`config.mk`:
```
export PLATFORM = sky130hd
export DESIGN_NAME = consensus_quality_classifier_top_flat
export DESIGN_NICKNAME = d
export VERILOG_FILES = /design/src/design/cqc_pkg.sv /design/src/design/cqc_if.sv /design/src/design/cqc_classify.sv /design/src/design/consensus_quality_classifier_top.sv /design/src/flat_wrapper.sv
export SDC_FILE = /design/constraint.sdc
export NUM_CORES = 1
export LEC_CHECK = 0
export ABC_AREA = 1
export ABC_CLOCK_PERIOD_IN_PS = 11950
export BUFFER_PORTS_ARGS = -buffer_cell sky130_fd_sc_hd__clkbuf_2
export CAP_MARGIN = 10
export CORE_MARGIN = 2
export CORE_UTILIZATION = 49
export CTS_CLUSTER_DIAMETER = 120
export DETAILED_ROUTE_END_ITERATION = 8
export PLACE_DENSITY = 0.73
export SETUP_SLACK_MARGIN = 0.1
export SLEW_MARGIN = 20
export SYNTH_ARGS = -nofsm -noshare
export SYNTH_HDL_FRONTEND = slang
export SYNTH_SLANG_ARGS = --single-unit
```
`constraint.sdc`:
```
create_clock -name clk -period 11.95 [get_ports clk]
set_clock_uncertainty 0.05 [all_clocks]
set_input_delay 0.5975 -clock clk [delete_from_list [all_inputs] [get_ports clk]]
set_output_delay 0.5975 -clock clk [all_outputs]
set_load 0.05 [all_outputs]
```
`src/design/cqc_pkg.sv`:
```
// cqc_pkg: shared constants and types for the consensus quality classifier.
// No dependencies; imported by the interfaces, cqc_classify and the top level.
`timescale 1ns / 1ps

package cqc_pkg;

  // Agreeing call counters saturate at the maximum depth
  localparam int unsigned MAX_DEPTH = 1023;
  localparam int unsigned CNT_W     = $clog2(MAX_DEPTH + 1);
  // Wide enough for the sum of all four counters
  localparam int unsigned SUM_W     = CNT_W + 2;

  localparam logic [CNT_W-1:0] CNT_MAX = CNT_W'(MAX_DEPTH);

  // Threshold used while the register holds zero
  localparam logic [7:0] DEFAULT_HQ_THRESHOLD = 8'd30;

  // Character codes
  localparam logic [7:0] CHAR_A     = 8'h41;
  localparam logic [7:0] CHAR_C     = 8'h43;
  localparam logic [7:0] CHAR_G     = 8'h47;
  localparam logic [7:0] CHAR_T     = 8'h54;
  localparam logic [7:0] CHAR_GAP   = 8'h2D;
  localparam logic [7:0] CHAR_LOW_A = 8'h61;
  localparam logic [7:0] CHAR_LOW_Z = 8'h7A;
  localparam logic [7:0] UPPER_MASK = 8'hDF;

  localparam int unsigned CHAR_W  = 8;
  localparam int unsigned QUAL_W  = 8;
  localparam int unsigned CLASS_W = 5;

  localparam logic [CLASS_W-1:0] CLASS_NONE = '0;

  // Per-strand agreeing call counts of one slice
  typedef struct packed {
    logic [CNT_W-1:0] hq_fwd;
    logic [CNT_W-1:0] hq_rev;
    logic [CNT_W-1:0] lq_fwd;
    logic [CNT_W-1:0] lq_rev;
  } cqc_counts_t;

endpackage

```
`src/design/cqc_if.sv`:
```
// Channel interfaces of the consensus quality classifier: base calls in,
// quality classes out, threshold register writes. Depends on cqc_pkg.
`timescale 1ns / 1ps

// One base call of a slice
interface cqc_call_if;
  import cqc_pkg::*;
  logic              valid;
  logic              ready;
  logic [CHAR_W-1:0] consensus_char;
  logic [CHAR_W-1:0] base_char;
  logic [QUAL_W-1:0] base_quality;
  logic              strand;
  logic              last_base;
  logic              empty_slice;

  modport source (output valid, consensus_char, base_char, base_quality, strand,
                  last_base, empty_slice, input ready);
  modport sink   (input valid, consensus_char, base_char, base_quality, strand,
                  last_base, empty_slice, output ready);
endinterface

// One classification result
interface cqc_class_if;
  import cqc_pkg::*;
  logic               valid;
  logic               ready;
  logic [CLASS_W-1:0] grade;

  modport source (output valid, grade, input ready);
  modport sink   (input valid, grade, output ready);
endinterface

// Threshold register write
interface cqc_cfg_if;
  import cqc_pkg::*;
  logic              valid;
  logic              ready;
  logic [QUAL_W-1:0] hq_level;

  modport source (output valid, hq_level, input ready);
  modport sink   (input valid, hq_level, output ready);
endinterface

```
`src/design/cqc_classify.sv`:
```
// cqc_classify: derives the slice flags from the final counts and maps them
// through the priority rules to a quality class. Depends on cqc_pkg.
`timescale 1ns / 1ps

module cqc_classify (
  input  cqc_pkg::cqc_counts_t        counts,
  input  logic                        hq_conflict,
  input  logic                        lq_conflict,
  input  logic [cqc_pkg::CHAR_W-1:0]  consensus_char,
  output logic [cqc_pkg::CLASS_W-1:0] grade
);
  import cqc_pkg::*;

  logic [SUM_W-1:0] agree_sum;
  logic             known_cons;
  logic             hf, hr, lf, lr;
  logic             rev_dom, same_lq, other_lq;

  // Flags
  logic qual_other, conflict_free, qual_strand, nq_other, qual_same, nq_same;
  logic nq_conflict, single, nq_strand, qual_conflict, ambiguity, any_same, gap;

  assign hf = counts.hq_fwd != '0;
  assign hr = counts.hq_rev != '0;
  assign lf = counts.lq_fwd != '0;
  assign lr = counts.lq_rev != '0;

  assign agree_sum = SUM_W'(counts.hq_fwd) + SUM_W'(counts.hq_rev)
                   + SUM_W'(counts.lq_fwd) + SUM_W'(counts.lq_rev);

  assign known_cons = (consensus_char == CHAR_A) || (consensus_char == CHAR_C) ||
                      (consensus_char == CHAR_G) || (consensus_char == CHAR_T) ||
                      (consensus_char == CHAR_GAP);

  // Low quality support on the dominant and on the other strand
  assign rev_dom  = counts.hq_fwd < counts.hq_rev;
  assign same_lq  = rev_dom ? lr : lf;
  assign other_lq = rev_dom ? lf : lr;

  // Flag derivation
  always_comb begin
    conflict_free = !hq_conflict && !lq_conflict;
    single        = agree_sum == SUM_W'(1);
    ambiguity     = !known_cons;
    gap           = known_cons && (consensus_char == CHAR_GAP);
    qual_strand   = known_cons && (hf || hr);
    qual_other    = known_cons && hf && hr;
    qual_same     = known_cons && ((counts.hq_fwd > CNT_W'(1)) ||
                                   (counts.hq_rev > CNT_W'(1)));
    qual_conflict = hq_conflict;
    nq_conflict   = known_cons && !hq_conflict && lq_conflict;
    if (!known_cons) begin
      nq_strand = 1'b0;
      nq_other  = 1'b0;
      nq_same   = 1'b0;
    end else if (hf || hr) begin
      nq_strand = same_lq;
      nq_same   = same_lq;
      nq_other  = other_lq;
    end else begin
      nq_strand = lf || lr;
      nq_other  = lf && lr;
      nq_same   = (counts.lq_fwd > CNT_W'(1)) || (counts.lq_rev > CNT_W'(1));
    end
    any_same = nq_same || qual_same;
  end

  // Priority rules, first match wins
  always_comb begin
    if (gap && conflict_free)                              grade = 5'd21;
    else if (conflict_free && qual_other)                  grade = 5'd1;
    else if (conflict_free && qual_strand && nq_other)     grade = 5'd2;
    else if (conflict_free && qual_strand && any_same)     grade = 5'd3;
    else if (conflict_free && nq_other)                    grade = 5'd4;
    else if (conflict_free && nq_same)                     grade = 5'd5;
    else if (nq_conflict && qual_other)                    grade = 5'd6;
    else if (nq_conflict && qual_strand && nq_other)       grade = 5'd7;
    else if (nq_conflict && qual_strand && any_same)       grade = 5'd8;
    else if (conflict_free && qual_strand && single)       grade = 5'd9;
    else if (nq_conflict && nq_other)                      grade = 5'd10;
    else if (conflict_free && nq_strand && single)         grade = 5'd11;
    else if (nq_conflict && nq_same)                       grade = 5'd12;
    else if (nq_conflict && qual_strand && single)         grade = 5'd13;
    else if (nq_conflict && nq_strand && single)           grade = 5'd14;
    else if (qual_conflict && qual_other)                  grade = 5'd15;
    else if (qual_conflict && qual_strand && nq_other)     grade = 5'd16;
    else if (qual_conflict && qual_strand && any_same)     grade = 5'd17;
    else if (qual_conflict && nq_other)                    grade = 5'd18;
    else if (qual_conflict && nq_same)                     grade = 5'd19;
    else if (qual_conflict && qual_strand && single)       grade = 5'd20;
    else if (ambiguity && single)                          grade = 5'd21;
    else if (ambiguity)                                    grade = 5'd22;
    else if (qual_conflict && nq_strand && single)         grade = 5'd23;
    else if (!qual_strand && !nq_strand)                   grade = 5'd23;
    else                                                   grade = CLASS_NONE;
  end

endmodule

```
`src/design/consensus_quality_classifier_top.sv`:
```
// consensus_quality_classifier_top: per-slice call counting and class output.
// Depends on cqc_pkg, the channel interfaces in cqc_if.sv and cqc_classify.
//
//   channel  direction  payload                                 use
//   calls    in         consensus/base char, quality, strand,   one base call
//                       last_base, empty_slice
//   classes  out        grade                                   one per slice
//   cfg      in         hq_level                                register write
//
// A call is taken every cycle unless a slice end is stalled; it is staged in
// the input register, where the counter update and, on a slice end, the
// classification are done, and the class is then registered in the output
// register. The counter read-modify-write sets the one-call-per-cycle rate.
// A waiting class stalls only a later slice end; middle calls keep flowing.
// Reset (rst, synchronous) clears counters, valids and the threshold.
`timescale 1ns / 1ps

module consensus_quality_classifier_top (
  input  logic         clk,
  input  logic         rst,
  cqc_call_if.sink     calls,
  cqc_class_if.source  classes,
  cqc_cfg_if.sink      cfg
);
  import cqc_pkg::*;

  // Threshold register
  logic [QUAL_W-1:0] hq_threshold;
  logic [QUAL_W-1:0] hq_limit;

  // Input register
  logic              s_valid;
  logic [CHAR_W-1:0] s_cons;
  logic [CHAR_W-1:0] s_base;
  logic [QUAL_W-1:0] s_qual;
  logic              s_strand;
  logic              s_last;
  logic              s_empty;

  // Slice state
  cqc_counts_t counts, counts_next;
  logic        hq_dis, hq_dis_next;
  logic        lq_dis, lq_dis_next;

  // Output register
  logic               o_valid;
  logic [CLASS_W-1:0] o_class;

  logic               produce, s_fire, accept;
  logic [CHAR_W-1:0]  base_up;
  logic               is_hq, matches_cons;
  logic [CLASS_W-1:0] class_calc;

  // Config writes are always taken
  assign cfg.ready = 1'b1;

  always_ff @(posedge clk) begin
    if (rst) begin
      hq_threshold <= '0;
    end else if (cfg.valid) begin
      hq_threshold <= cfg.hq_level;
    end
  end

  assign hq_limit = (hq_threshold == '0) ? DEFAULT_HQ_THRESHOLD : hq_threshold;

  // Flow control: the staged call advances unless it ends a slice while the
  // previous class is still waiting
  assign produce     = s_valid && (s_last || s_empty);
  assign s_fire      = s_valid && (!produce || !o_valid || classes.ready);
  assign calls.ready = !s_valid || s_fire;
  assign accept      = calls.valid && calls.ready;

  // Input register
  always_ff @(posedge clk) begin
    if (rst) begin
      s_valid <= 1'b0;
    end else if (calls.ready) begin
      s_valid <= calls.valid;
    end
  end

  always_ff @(posedge clk) begin
    if (accept) begin
      s_cons   <= calls.consensus_char;
      s_base   <= calls.base_char;
      s_qual   <= calls.base_quality;
      s_strand <= calls.strand;
      s_last   <= calls.last_base;
      s_empty  <= calls.empty_slice;
    end
  end

  // Fold lower case, compare, grade
  assign base_up      = ((s_base >= CHAR_LOW_A) && (s_base <= CHAR_LOW_Z)) ?
                        (s_base & UPPER_MASK) : s_base;
  assign matches_cons = base_up == s_cons;
  assign is_hq        = s_qual >= hq_limit;

  // Counter update, saturating
  always_comb begin
    counts_next = counts;
    hq_dis_next = hq_dis;
    lq_dis_next = lq_dis;
    if (matches_cons) begin
      case ({is_hq, s_strand})
        2'b11: if (counts.hq_rev != CNT_MAX) counts_next.hq_rev = counts.hq_rev + 1'b1;
        2'b10: if (counts.hq_fwd != CNT_MAX) counts_next.hq_fwd = counts.hq_fwd + 1'b1;
        2'b01: if (counts.lq_rev != CNT_MAX) counts_next.lq_rev = counts.lq_rev + 1'b1;
        2'b00: if (counts.lq_fwd != CNT_MAX) counts_next.lq_fwd = counts.lq_fwd + 1'b1;
        default: counts_next = counts;
      endcase
    end else if (is_hq) begin
      hq_dis_next = 1'b1;
    end else begin
      lq_dis_next = 1'b1;
    end
  end

  // Classification of the slice including the staged call
  cqc_classify u_classify (
    .counts         (counts_next),
    .hq_conflict    (hq_dis_next),
    .lq_conflict    (lq_dis_next),
    .consensus_char (s_cons),
    .grade          (class_calc)
  );

  // Slice state: cleared at every slice end or empty slice
  always_ff @(posedge clk) begin
    if (rst) begin
      counts <= '0;
      hq_dis <= 1'b0;
      lq_dis <= 1'b0;
    end else if (s_fire) begin
      if (produce) begin
        counts <= '0;
        hq_dis <= 1'b0;
        lq_dis <= 1'b0;
      end else begin
        counts <= counts_next;
        hq_dis <= hq_dis_next;
        lq_dis <= lq_dis_next;
      end
    end
  end

  // Output register
  always_ff @(posedge clk) begin
    if (rst) begin
      o_valid <= 1'b0;
    end else if (s_fire && produce) begin
      o_valid <= 1'b1;
    end else if (classes.ready) begin
      o_valid <= 1'b0;
    end
  end

  always_ff @(posedge clk) begin
    if (s_fire && produce) begin
      o_class <= s_empty ? CLASS_NONE : class_calc;
    end
  end

  assign classes.valid = o_valid;
  assign classes.grade = o_class;

`ifndef SYNTHESIS
  // State is clean after a slice end
  a_clear_after_end: assert property (@(posedge clk) disable iff (rst)
    (s_fire && produce) |=> (counts == '0 && !hq_dis && !lq_dis))
    else $error("slice state not cleared after slice end");

  // Counters never pass the saturation value
  a_saturate: assert property (@(posedge clk) disable iff (rst)
    (counts.hq_fwd <= CNT_MAX) && (counts.hq_rev <= CNT_MAX) &&
    (counts.lq_fwd <= CNT_MAX) && (counts.lq_rev <= CNT_MAX))
    else $error("counter exceeded maximum depth");

  // An empty slice yields class zero on the next cycle
  a_empty_zero: assert property (@(posedge clk) disable iff (rst)
    (s_fire && s_empty) |=> (o_valid && o_class == CLASS_NONE))
    else $error("empty slice did not give class zero");

  // Input is held off only by a slice end waiting on a full output
  a_stall_cause: assert property (@(posedge clk) disable iff (rst)
    !calls.ready |-> (produce && o_valid && !classes.ready))
    else $error("input stalled without cause");

  // Class stays in range
  a_class_range: assert property (@(posedge clk) disable iff (rst)
    o_valid |-> (o_class <= CLASS_W'(23)))
    else $error("quality class out of range");
`endif

endmodule
```
`src/flat_wrapper.sv`:
```
// flat-port wrapper written by rule: the top's interface ports become plain ports
module consensus_quality_classifier_top_flat import cqc_pkg::*;
  (clk, rst, calls_valid, calls_consensus_char, calls_base_char, calls_base_quality, calls_strand, calls_last_base, calls_empty_slice, calls_ready, classes_valid, classes_grade, classes_ready, cfg_valid, cfg_hq_level, cfg_ready);
  cqc_call_if calls_i ();
  cqc_class_if classes_i ();
  cqc_cfg_if cfg_i ();
  input  logic clk;
  input  logic rst;
  input wire logic [$bits(calls_i.valid)-1:0] calls_valid;
  input wire logic [$bits(calls_i.consensus_char)-1:0] calls_consensus_char;
  input wire logic [$bits(calls_i.base_char)-1:0] calls_base_char;
  input wire logic [$bits(calls_i.base_quality)-1:0] calls_base_quality;
  input wire logic [$bits(calls_i.strand)-1:0] calls_strand;
  input wire logic [$bits(calls_i.last_base)-1:0] calls_last_base;
  input wire logic [$bits(calls_i.empty_slice)-1:0] calls_empty_slice;
  output wire logic [$bits(calls_i.ready)-1:0] calls_ready;
  output wire logic [$bits(classes_i.valid)-1:0] classes_valid;
  output wire logic [$bits(classes_i.grade)-1:0] classes_grade;
  input wire logic [$bits(classes_i.ready)-1:0] classes_ready;
  input wire logic [$bits(cfg_i.valid)-1:0] cfg_valid;
  input wire logic [$bits(cfg_i.hq_level)-1:0] cfg_hq_level;
  output wire logic [$bits(cfg_i.ready)-1:0] cfg_ready;
  assign calls_i.valid = calls_valid;
  assign calls_i.consensus_char = calls_consensus_char;
  assign calls_i.base_char = calls_base_char;
  assign calls_i.base_quality = calls_base_quality;
  assign calls_i.strand = calls_strand;
  assign calls_i.last_base = calls_last_base;
  assign calls_i.empty_slice = calls_empty_slice;
  assign calls_ready = calls_i.ready;
  assign classes_valid = classes_i.valid;
  assign classes_grade = classes_i.grade;
  assign classes_i.ready = classes_ready;
  assign cfg_i.valid = cfg_valid;
  assign cfg_i.hq_level = cfg_hq_level;
  assign cfg_ready = cfg_i.ready;
  consensus_quality_classifier_top u_core (.clk(clk), .rst(rst), .calls(calls_i), .classes(classes_i), .cfg(cfg_i));
endmodule
```
Word level (Yosys, flattened, before mapping)

Index checks and enable logic that the tools add are counted.
Widths: inputs -> output; s select.

Register bits: 84
Bits in latches: 0
Memory bits (writable): 0
ROM bits: 0
Bits of input ports: 40
Output and inout port bits: 8
Logic and storage cells: 174
Memories: 0

$add $sub $neg: 7
Multiply operators: 0
Divide/modulo/power cells: 0
$lt $le $gt $ge: 8
Eq/ne operators: 14
Shift-type cells: 0
Mux-type cells: 53
Bitwise operators: 0
Reductions and logical operators: 74

Operator list:

| operator              | count |
|---|---|
| $mux 5                | 25 |
| $mux 10               | 8 |
| $mux 40               | 2 |
| $logic_and 1x1->1     | 44 |
| $add 10x1->10 const B | 4 |
| $gt 10x1->1 const B   | 4 |
| $ne 10x10->1 const B  | 4 |
| $reduce_bool 10->1    | 4 |
| $eq 8x7->1 const B    | 4 |
| $mux 1                | 16 |
| $logic_or 1x1->1      | 13 |
| $add 11x10->12        | 1 |
| $add 12x10->12        | 1 |
| $eq 12x1->1 const B   | 1 |
| $add 10x10->11        | 1 |
| $lt 10x10->1          | 1 |
| $reduce_or 9->1       | 1 |
| $eq 8x6->1 const B    | 1 |
| $eq 8x8->1            | 1 |
| $ge 8x7->1 const B    | 1 |
| $ge 8x8->1            | 1 |
| $le 8x7->1 const B    | 1 |
| $logic_not 1->1       | 8 |
| $logic_not 8->1       | 1 |
| other kinds (7)       | 8 |

Logic depth before layout (Yosys ltp)

Gate-level depths: netlist (run 1).

Depth after elaboration: 37
Gate-level depth with buffers: 48
Gate-level depth less buffers: 47

Modules after synthesis

From an unflattened synthesis (run 1), not the netlist that was laid out.

Cell total of the unflattened synthesis: 1234
Area, all modules: 8021.4 µm²

By module, submodules not included:

| module                           | times used | cells each | area an instance (µm²) | seq. area each (µm²) |
|---|---|---|---|---|
| consensus_quality_classifier_top | 1          | 844        | 5781.8                 | 2001.9 |
| cqc_classify                     | 1          | 390        | 2239.6                 | 0.0 |

Least setup slack after synthesis (run 1)

No wires, ideal clock.

Path kind: register -> register
From: register u_core.hq_threshold[0]
To: register u_core.o_class[0], in the netlist u_core.classes.grade[0], data pin
Setup time: 0.260 ns
Arrival time: 5.835 ns
Data required time: 11.640 ns
Slack: 5.805 ns
Cell stages (with the launch flop): 46
Path buffers: 1
Clock period less this slack: 6.145 ns
Cells stage by stage: dfxtp_1 > or4_1 > nor4_1 > nor2_1 > ha_1 > nand2_1 > nand2_1 > nand2_1 > nand2_1 > nand2_1 > nand3_4 > nor2_1 > buf_2 > nand2_1 > nand2_1 > nand2_1 > nand2_1 > inv_1 > (+10 left out) > nor2_1 > nand3_1 > nand2_1 > inv_1 > nand3_1 > nand2_1 > nand2_1 > nand3_1 > nand2_1 > nand2_1 > nand2_1 > nand2_1 > nand2_1 > nand2_1 > nand2_1 > nand2_1 > nand2_1 > a21oi_2

Word-level cells in the longest chain between the ends: 37
Elaborated cells between the ends (all ways): 109
Those cells by class: 3 x add/sub; 6 x order compare; 4 x eq/ne; 43 x mux; 53 x reduce/logical

RTL lines:

| element                                                                 | line                                    | RTL |
|---|---|---|
| start: declaration                                                      | consensus_quality_classifier_top.sv:28  | `logic [QUAL_W-1:0] hq_threshold;` |
| start signal: assignment                                                | consensus_quality_classifier_top.sv:61  | `hq_threshold <= cfg.hq_level;` |
| $logic_not 8->1                                                         | consensus_quality_classifier_top.sv:65  | `assign hq_limit = (hq_threshold == '0) ? DEFAULT_HQ_THRESHOLD : hq_threshold;` |
| $mux 8 (*)                                                              | consensus_quality_classifier_top.sv:65  |  |
| $ge 8x8->1 (*)                                                          | consensus_quality_classifier_top.sv:98  | `assign is_hq = s_qual >= hq_limit;` |
| parallel branches: the longest is 33 deep, another holds $add 11x10->12 | -                                       |  |
| $mux 5 (*)                                                              | cqc_classify.sv:70                      | `if (gap && conflict_free) grade = 5'd21;` |
| end signal: assignment                                                  | consensus_quality_classifier_top.sv:161 | `o_class <= s_empty ? CLASS_NONE : class_calc;` |
| end: declaration                                                        | consensus_quality_classifier_top.sv:47  | `logic [CLASS_W-1:0] o_class;` |

Every way passes the cells marked *.
A chain may end at the register's enable or synchronous reset.

Worst setup path after layout (run 1)

Ends and elaborated chain as after synthesis.

==> flow_summary.ini, run 1 <==
[outcome]
status = complete, no violations

[power]
p_switching_uw = 205
intPower_uw = 524
p_leak_uw = 0.00422
clkPwrFrac_pct = 42.8
peakVddDrop_mv = 0.0842
combPwrFrac_pct = 14.3
power_density_mw_per_mm2 = 90.3
seq_power_share_pct = 42.9
switching_share_pct = 28.1

[timing]
max-slew-margin-rel_pct = 40.7
min_period_ns = 7.12
rsz0062_at_grt = false
fin_tns_setup_ns = 0
max_freq_mhz = 141
drv_slew = 0
whs_ns = 0.369
hold_viol = 0
worst_slack_ns = 4.83
period_share_pct = 59.6
setup_violations = 0
worst_pin_slew_ns = 0.888

[finish]
multi_input_area_mm2 = 0.00462
stdcell_area_mm2 = 0.00807
nNetsFinal = 1287
fillCellCount = 1494
drive_gt1_share_pct = 10.3
n_antenna_cell = 0
syn2layout_area_growth_pct = 8.29
layout.cells.non_filler = 1388
regArea_mm2 = 0.00200

[yosys]
yosys_warnings = 0
ys_ff_latch = 84
netlist_area_mm2 = 0.00745
ys_top_cells_by_area = nand2_1 (22%), dfxtp_1 (14%), edfxtp_1 (13%), inv_1 (8.0%), ha_1 (5.7%)
ys_async_sr_fraction_pct = 0
seq_area_frac_synth_pct = 26.9
synth_top_family_by_area = simple AND/OR/NAND/NOR gates
synth_cells = 1165
synthMuxAreaShare_pct = 0
synth_cell_types = 50
synth.most_common_cell = nand2_1
yosys_most_used_dff = dfxtp_1
synth_fa_ha_area_share_pct = 10.5
synth_commonest_cells = nand2_1 (427), inv_1 (158), nor2_1 (91)
netlist.top_cell.by_area = nand2_1
synth_nets = 1257
synth_compound_area_share_pct = 10.6
synth_top_area_share_pct = 21.5
synth_xor_area_share_pct = 2.12
synth_edf_count = 32
yosys.area_share.simple_pct = 38.6
avgSynthCellArea_um2 = 6.40

[placed_design]
preCtsSetupSlack_ns = 4.86
place_inst = 1372
hpwlAfterDp_um = 13700
port_buffers = 46
routabilityCongestion = 0.973
placed_area_mm2 = 0.00775

[floorplan]
io_pins = 48
row_count = 45
fp.dieW_um = 127
core-area_mm2 = 0.0150
die_area_mm2 = 0.0162
start_util_pct = 49.6
die_h_um = 127

[detailed_routing]
wire_per_inst_um = 13.5
dr.pass1.iters = 6
vias = 7202
route.detailed.drc = 0
vias_per_cell = 5.19
final_antenna_net_count = 0
routed_wl_um = 18800
drtIter0Drc = 706

[clock_network]
ctsResizeCount = 0
clk-insertion-delay-late_ns = 0.35
cts-root-buf = clkbuf_16
cts_setup_buffers = 0
clkSlewWorstSetupHoldPaths_ns = 0.07
cts-buffers-inserted = 9
cts_tree = done
htree_levels = 3
clock_path_buffers = 2
cts_hold_buf = 0
cts.sinks = 84

[worst_setup_path]
rrSetupSlack_ns = 4.83
reg2reg_depth = 45
slowest_delay_ns = 0.56
critPathSlowestCell = nor2_1
cp-end-kind = register
timing.rr.end = u_core.classes.grade[0]
cpMostUsedCell = nand2_1
arrival_ns = 7.16
startpoint_type = register
worst_ep_required_time_ns = 12.00
critPathMaxFanout = 18
r2r_start = u_core.hq_threshold[0]
critPathKind = register to register

[worst_hold_path]
min_delay_worst_endpoint = u_core.s_cons[4]
whs_path_depth = 1
worstHoldStart = calls_consensus_char[4]
min_path_type = input pin to register

[grt]
grt_max_degree = 49
antenna_found_initial = 0
grt_use_total_pct = 24.0
grt_pass1_wl_um = 31500
grt_pass1_vias = 6637
grt.overflow.total = 0

[flow_run]
cap_violations = 0
## metrics by stage
stage               utilization (%)  total power (uW)
floorplan                         -               398
global placement               51.6               421
detailed placement             51.6               422
CTS                            53.7               734
global route                   53.7               760
finish                         53.7               729
## cells by family (layout without fill, tap and decap cells)
logic type                 count (synthesis)  after routing
buffers and inverters                    199            234
AOI/OAI and AO/OA                        146            146
xor gates and xnor gates                  18             18
adders and majority gates                 52             52
DFF                                       84             84
other                                      1              1
and+or+nand+nor                          665            665
## how the worst max path moves through the flow
stage,from,to,slack (ns),depth (start not counted)
after floorplan,u_core.hq_threshold[0],u_core.classes.grade[0],5.81,45
after global placement,u_core.hq_threshold[0],u_core.classes.grade[0],5.00,45
after detailed placement,u_core.hq_threshold[0],u_core.classes.grade[0],4.86,45
after CTS,u_core.hq_threshold[0],u_core.classes.grade[0],4.86,44
after global routing,u_core.hq_threshold[0],u_core.classes.grade[0],4.01,42
final,u_core.hq_threshold[0],u_core.classes.grade[0],4.83,45
## power groups by stage
stage / combinational [uW] / clock [uW] / sequential, uW
6_report: 104 / 312 / 313
5_1_grt: 119 / 327 / 314
4_1_cts: 104 / 318 / 313
3_5_place_dp: 103 / 0 / 319
3_3_place_gp: 102 / 0 / 319
2_1_floorplan: 77.8 / 0 / 320
## area by class of cell
cell class | instances | share of cell area [%]
Multi-Input combinational cell | 882 | 57.3
Tap cell | 188 | 2.91
Timing Repair Buffer | 51 | 3.32
Inverter | 167 | 7.77
Sequential cell | 84 | 24.8
Clock buffer | 10 | 2.84
Clock inverter | 6 | 1.09
## sequential cells by signal (all words and copies together) (netlist names)
name                  cells
u_core.lq_dis             1
u_core.classes.valid      1
u_core.counts            40
u_core.classes.grade      5
u_core.hq_dis             1
u_core.hq_threshold       8
u_core.s_cons             8
u_core.s_qual             8
u_core.s_base             8
u_core.s_empty            1
u_core.s_last             1
u_core.s_valid            1
u_core.s_strand           1
## critical path, delay by kind of cell, from the launching register on
family | cells | cell delay [ns]
buf+inv | 7 | 0.52
fa+ha+maj | 4 | 1.88
simple gates | 31 | 3.81
compound gates | 3 | 0.28
flops | 1 | 0.32
## cells in the final DEF, fill, tap and decap left out, drive strengths merged, types with 18 or more instances in the layout
cell	count
a21oi	79
clkbuf	56
dfxtp	52
edfxtp	32
fa	18
ha	34
inv	166
nand2	444
nand3	71
nor2	103
o21ai	55
## metal layers
layer	share of wire, %	wire, um	vias up	track usage, %
li1	-	-	3759	-
met1	46	8580	3206	31.6
met2	47	8750	202	40.7
met3	5.0	935	35	2.68
met4	2.6	493	0	9.11
met5	0	0	-	0
No activity file was read; power rests on OpenSTA's default activity.
==> run 2, diff against run 1 <==
ABC_CLOCK_PERIOD_IN_PS = 5800   (was 11950)
PLACE_DENSITY = 0.75   (was 0.73)
clock period = 5.8 ns   (was 11.95 ns; I/O delays follow)
==> run 2 against run 1 <==
Effect of this change: the flow now finishes with violations (setup timing); combinational power increased to 2.6 times the previous value; final area rose by 13%; maximum frequency rose by 13%; count of clock-buffer cells in the layout unchanged; die area is the same; worst setup slack worse by 5.3 ns; global-route usage rose by 1.4 points; non-clock buffer count is 105 higher; clock power grew 92%; final cell count grew 7.6%; via count rose by 7.4%; hold slack got worse by 0.31 ns.
==> flow_summary.ini, run 2 (synthesized netlist as in run 1, its figures left out) <==
[outcome]
status = finished, violations left
violations = setup timing

[power]
p_leak_uw = 0.00470
power_density_mw_per_mm2 = 167
peakVddDrop_mv = 0.250
p_total_uw = 1510

[floorplan]
start_util_pct = 49.6
die_h_um = 127
fp.dieW_um = 127
row_count = 45
io_pins = 48
die_area_mm2 = 0.0162
core-area_mm2 = 0.0150

[timing]
hold_viol = 0
period_share_pct = 108
rsz0062_at_grt = true
max-slew-margin-rel_pct = 57.5
setup_violations = 4
max_freq_mhz = 159
worst_slack_ns = -0.492
drv_slew = 0
worst_pin_slew_ns = 0.638
min_period_ns = 6.29
whs_ns = 0.0586

[clock_network]
cts-root-buf = clkbuf_16
clkSlewWorstSetupHoldPaths_ns = 0.07
cts-buffers-inserted = 9
clk-insertion-delay-late_ns = 0.36
clock_path_buffers = 2
htree_levels = 3
cts_hold_buf = 0
cts_tree = done
cts.sinks = 84

[grt]
grt_use_total_pct = 25.4
grt_pass1_vias = 7145
antenna_found_initial = 0
grt.overflow.total = 0
grt_pass1_wl_um = 33300
grt_max_degree = 44

[finish]
post-route-util_pct = 60.4
drive_gt1_share_pct = 20.9
syn2layout_area_growth_pct = 21.9
regMostFlops = u_core.counts
n_antenna_cell = 0
final_cell_mix = nand2_1 (417), inv_1 (153), buf_4 (108)
final_common_cell = nand2_1
stdcell_area_mm2 = 0.00908
fillCellCount = 1360
largest_reg_flops = 40
regArea_mm2 = 0.00200
multi_input_area_mm2 = 0.00485
nNetsFinal = 1392

[detailed_routing]
wire_per_inst_um = 13.5
vias_per_cell = 5.18
drtIter0Drc = 578
dr.pass1.iters = 6
routed_wl_um = 20100
vias = 7735
route.detailed.drc = 0
final_antenna_net_count = 0

[worst_setup_path]
cpMostUsedCell = nand2_1
crit_start = u_core.hq_threshold[0]
critPathCapture = u_core.classes.grade[0]
cp-end-kind = register
worst_ep_required_time_ns = 5.97
critPathBufInv = 5
r2r_start = u_core.hq_threshold[0]
critPathSlowestCell = fa_1
reg2reg_depth = 48
startpoint_type = register
critPathKind = register to register
crit_cells = 48
arrival_ns = 6.46
critPathMaxFanout = 7
cp_top_family = simple AND/OR/NAND/NOR gates
slowest_delay_ns = 0.55
timing.rr.end = u_core.classes.grade[0]
rrSetupSlack_ns = -0.49

[placed_design]
port_buffers = 46
routabilityCongestion = 0.968
placed_area_mm2 = 0.00848
hpwlAfterDp_um = 14800

[worst_hold_path]
min_path_type = input pin to register
worstHoldStart = calls_consensus_char[1]

[flow_run]
cap_violations = 0
## run 2: cell types whose count changed in the layout (fill, tap and decap cells not counted), sizes merged
cell | previous run | this run
buf | 5 | 110
bufinv | 2 | 1
clkinv | 5 | 4
clkinvlp | 0 | 2
## run 2: power breakdown
part           internal (uW)  leakage, uW  switching (uW)
clock network            338     0.000140             261
logic                    103      0.00382             166
registers                632     0.000733            13.5
total                   1070      0.00470             440
## run 2: final cells by class
class | count | area share [%]
sequential | 84 | 22.1
timing repair buffer | 156 | 11.7
inverter | 167 | 6.94
clock buffer | 10 | 2.52
tap | 188 | 2.59
multi-input combinational | 882 | 53.4
clock inverter | 6 | 0.785
## run 2: worst min path at each step
stage,end,depth (start not counted)
6_report,u_core.s_cons[1],1
5_1_grt,u_core.s_base[1],1
4_1_cts,u_core.s_cons[1],1
3_5_place_dp,u_core.lq_dis,2
3_3_place_gp,u_core.lq_dis,2
2_1_floorplan,u_core.s_base[0],0
## run 2: metrics by stage
stage | std cells | worst slack (ns) | setup TNS [ns]
2_1_floorplan | 1165 | -0.157 | -0.157
3_3_place_gp | 1464 | -0.293 | -0.693
3_5_place_dp | 1464 | -0.423 | -1.18
4_1_cts | 1487 | -0.375 | -1.01
5_1_grt | 1493 | -0.927 | -3.24
6_report | 1493 | -0.492 | -1.31
## run 2: timing repair
action	in CTS	in global routing
gates resized for setup	24	28
setup buffers	8	7
setup endpoints to repair	5	5
cloned	0	0
pin swaps	38	38
## run 2: routing by layer
metal  up-vias  GRT usage, %  share of wire [%]
met1      3514          32.5                 44
met5         -             0                  0
li1       3960             -                  -
met2       220          44.1                 48
met4         0          6.98                2.7
met3        41          4.56                5.5
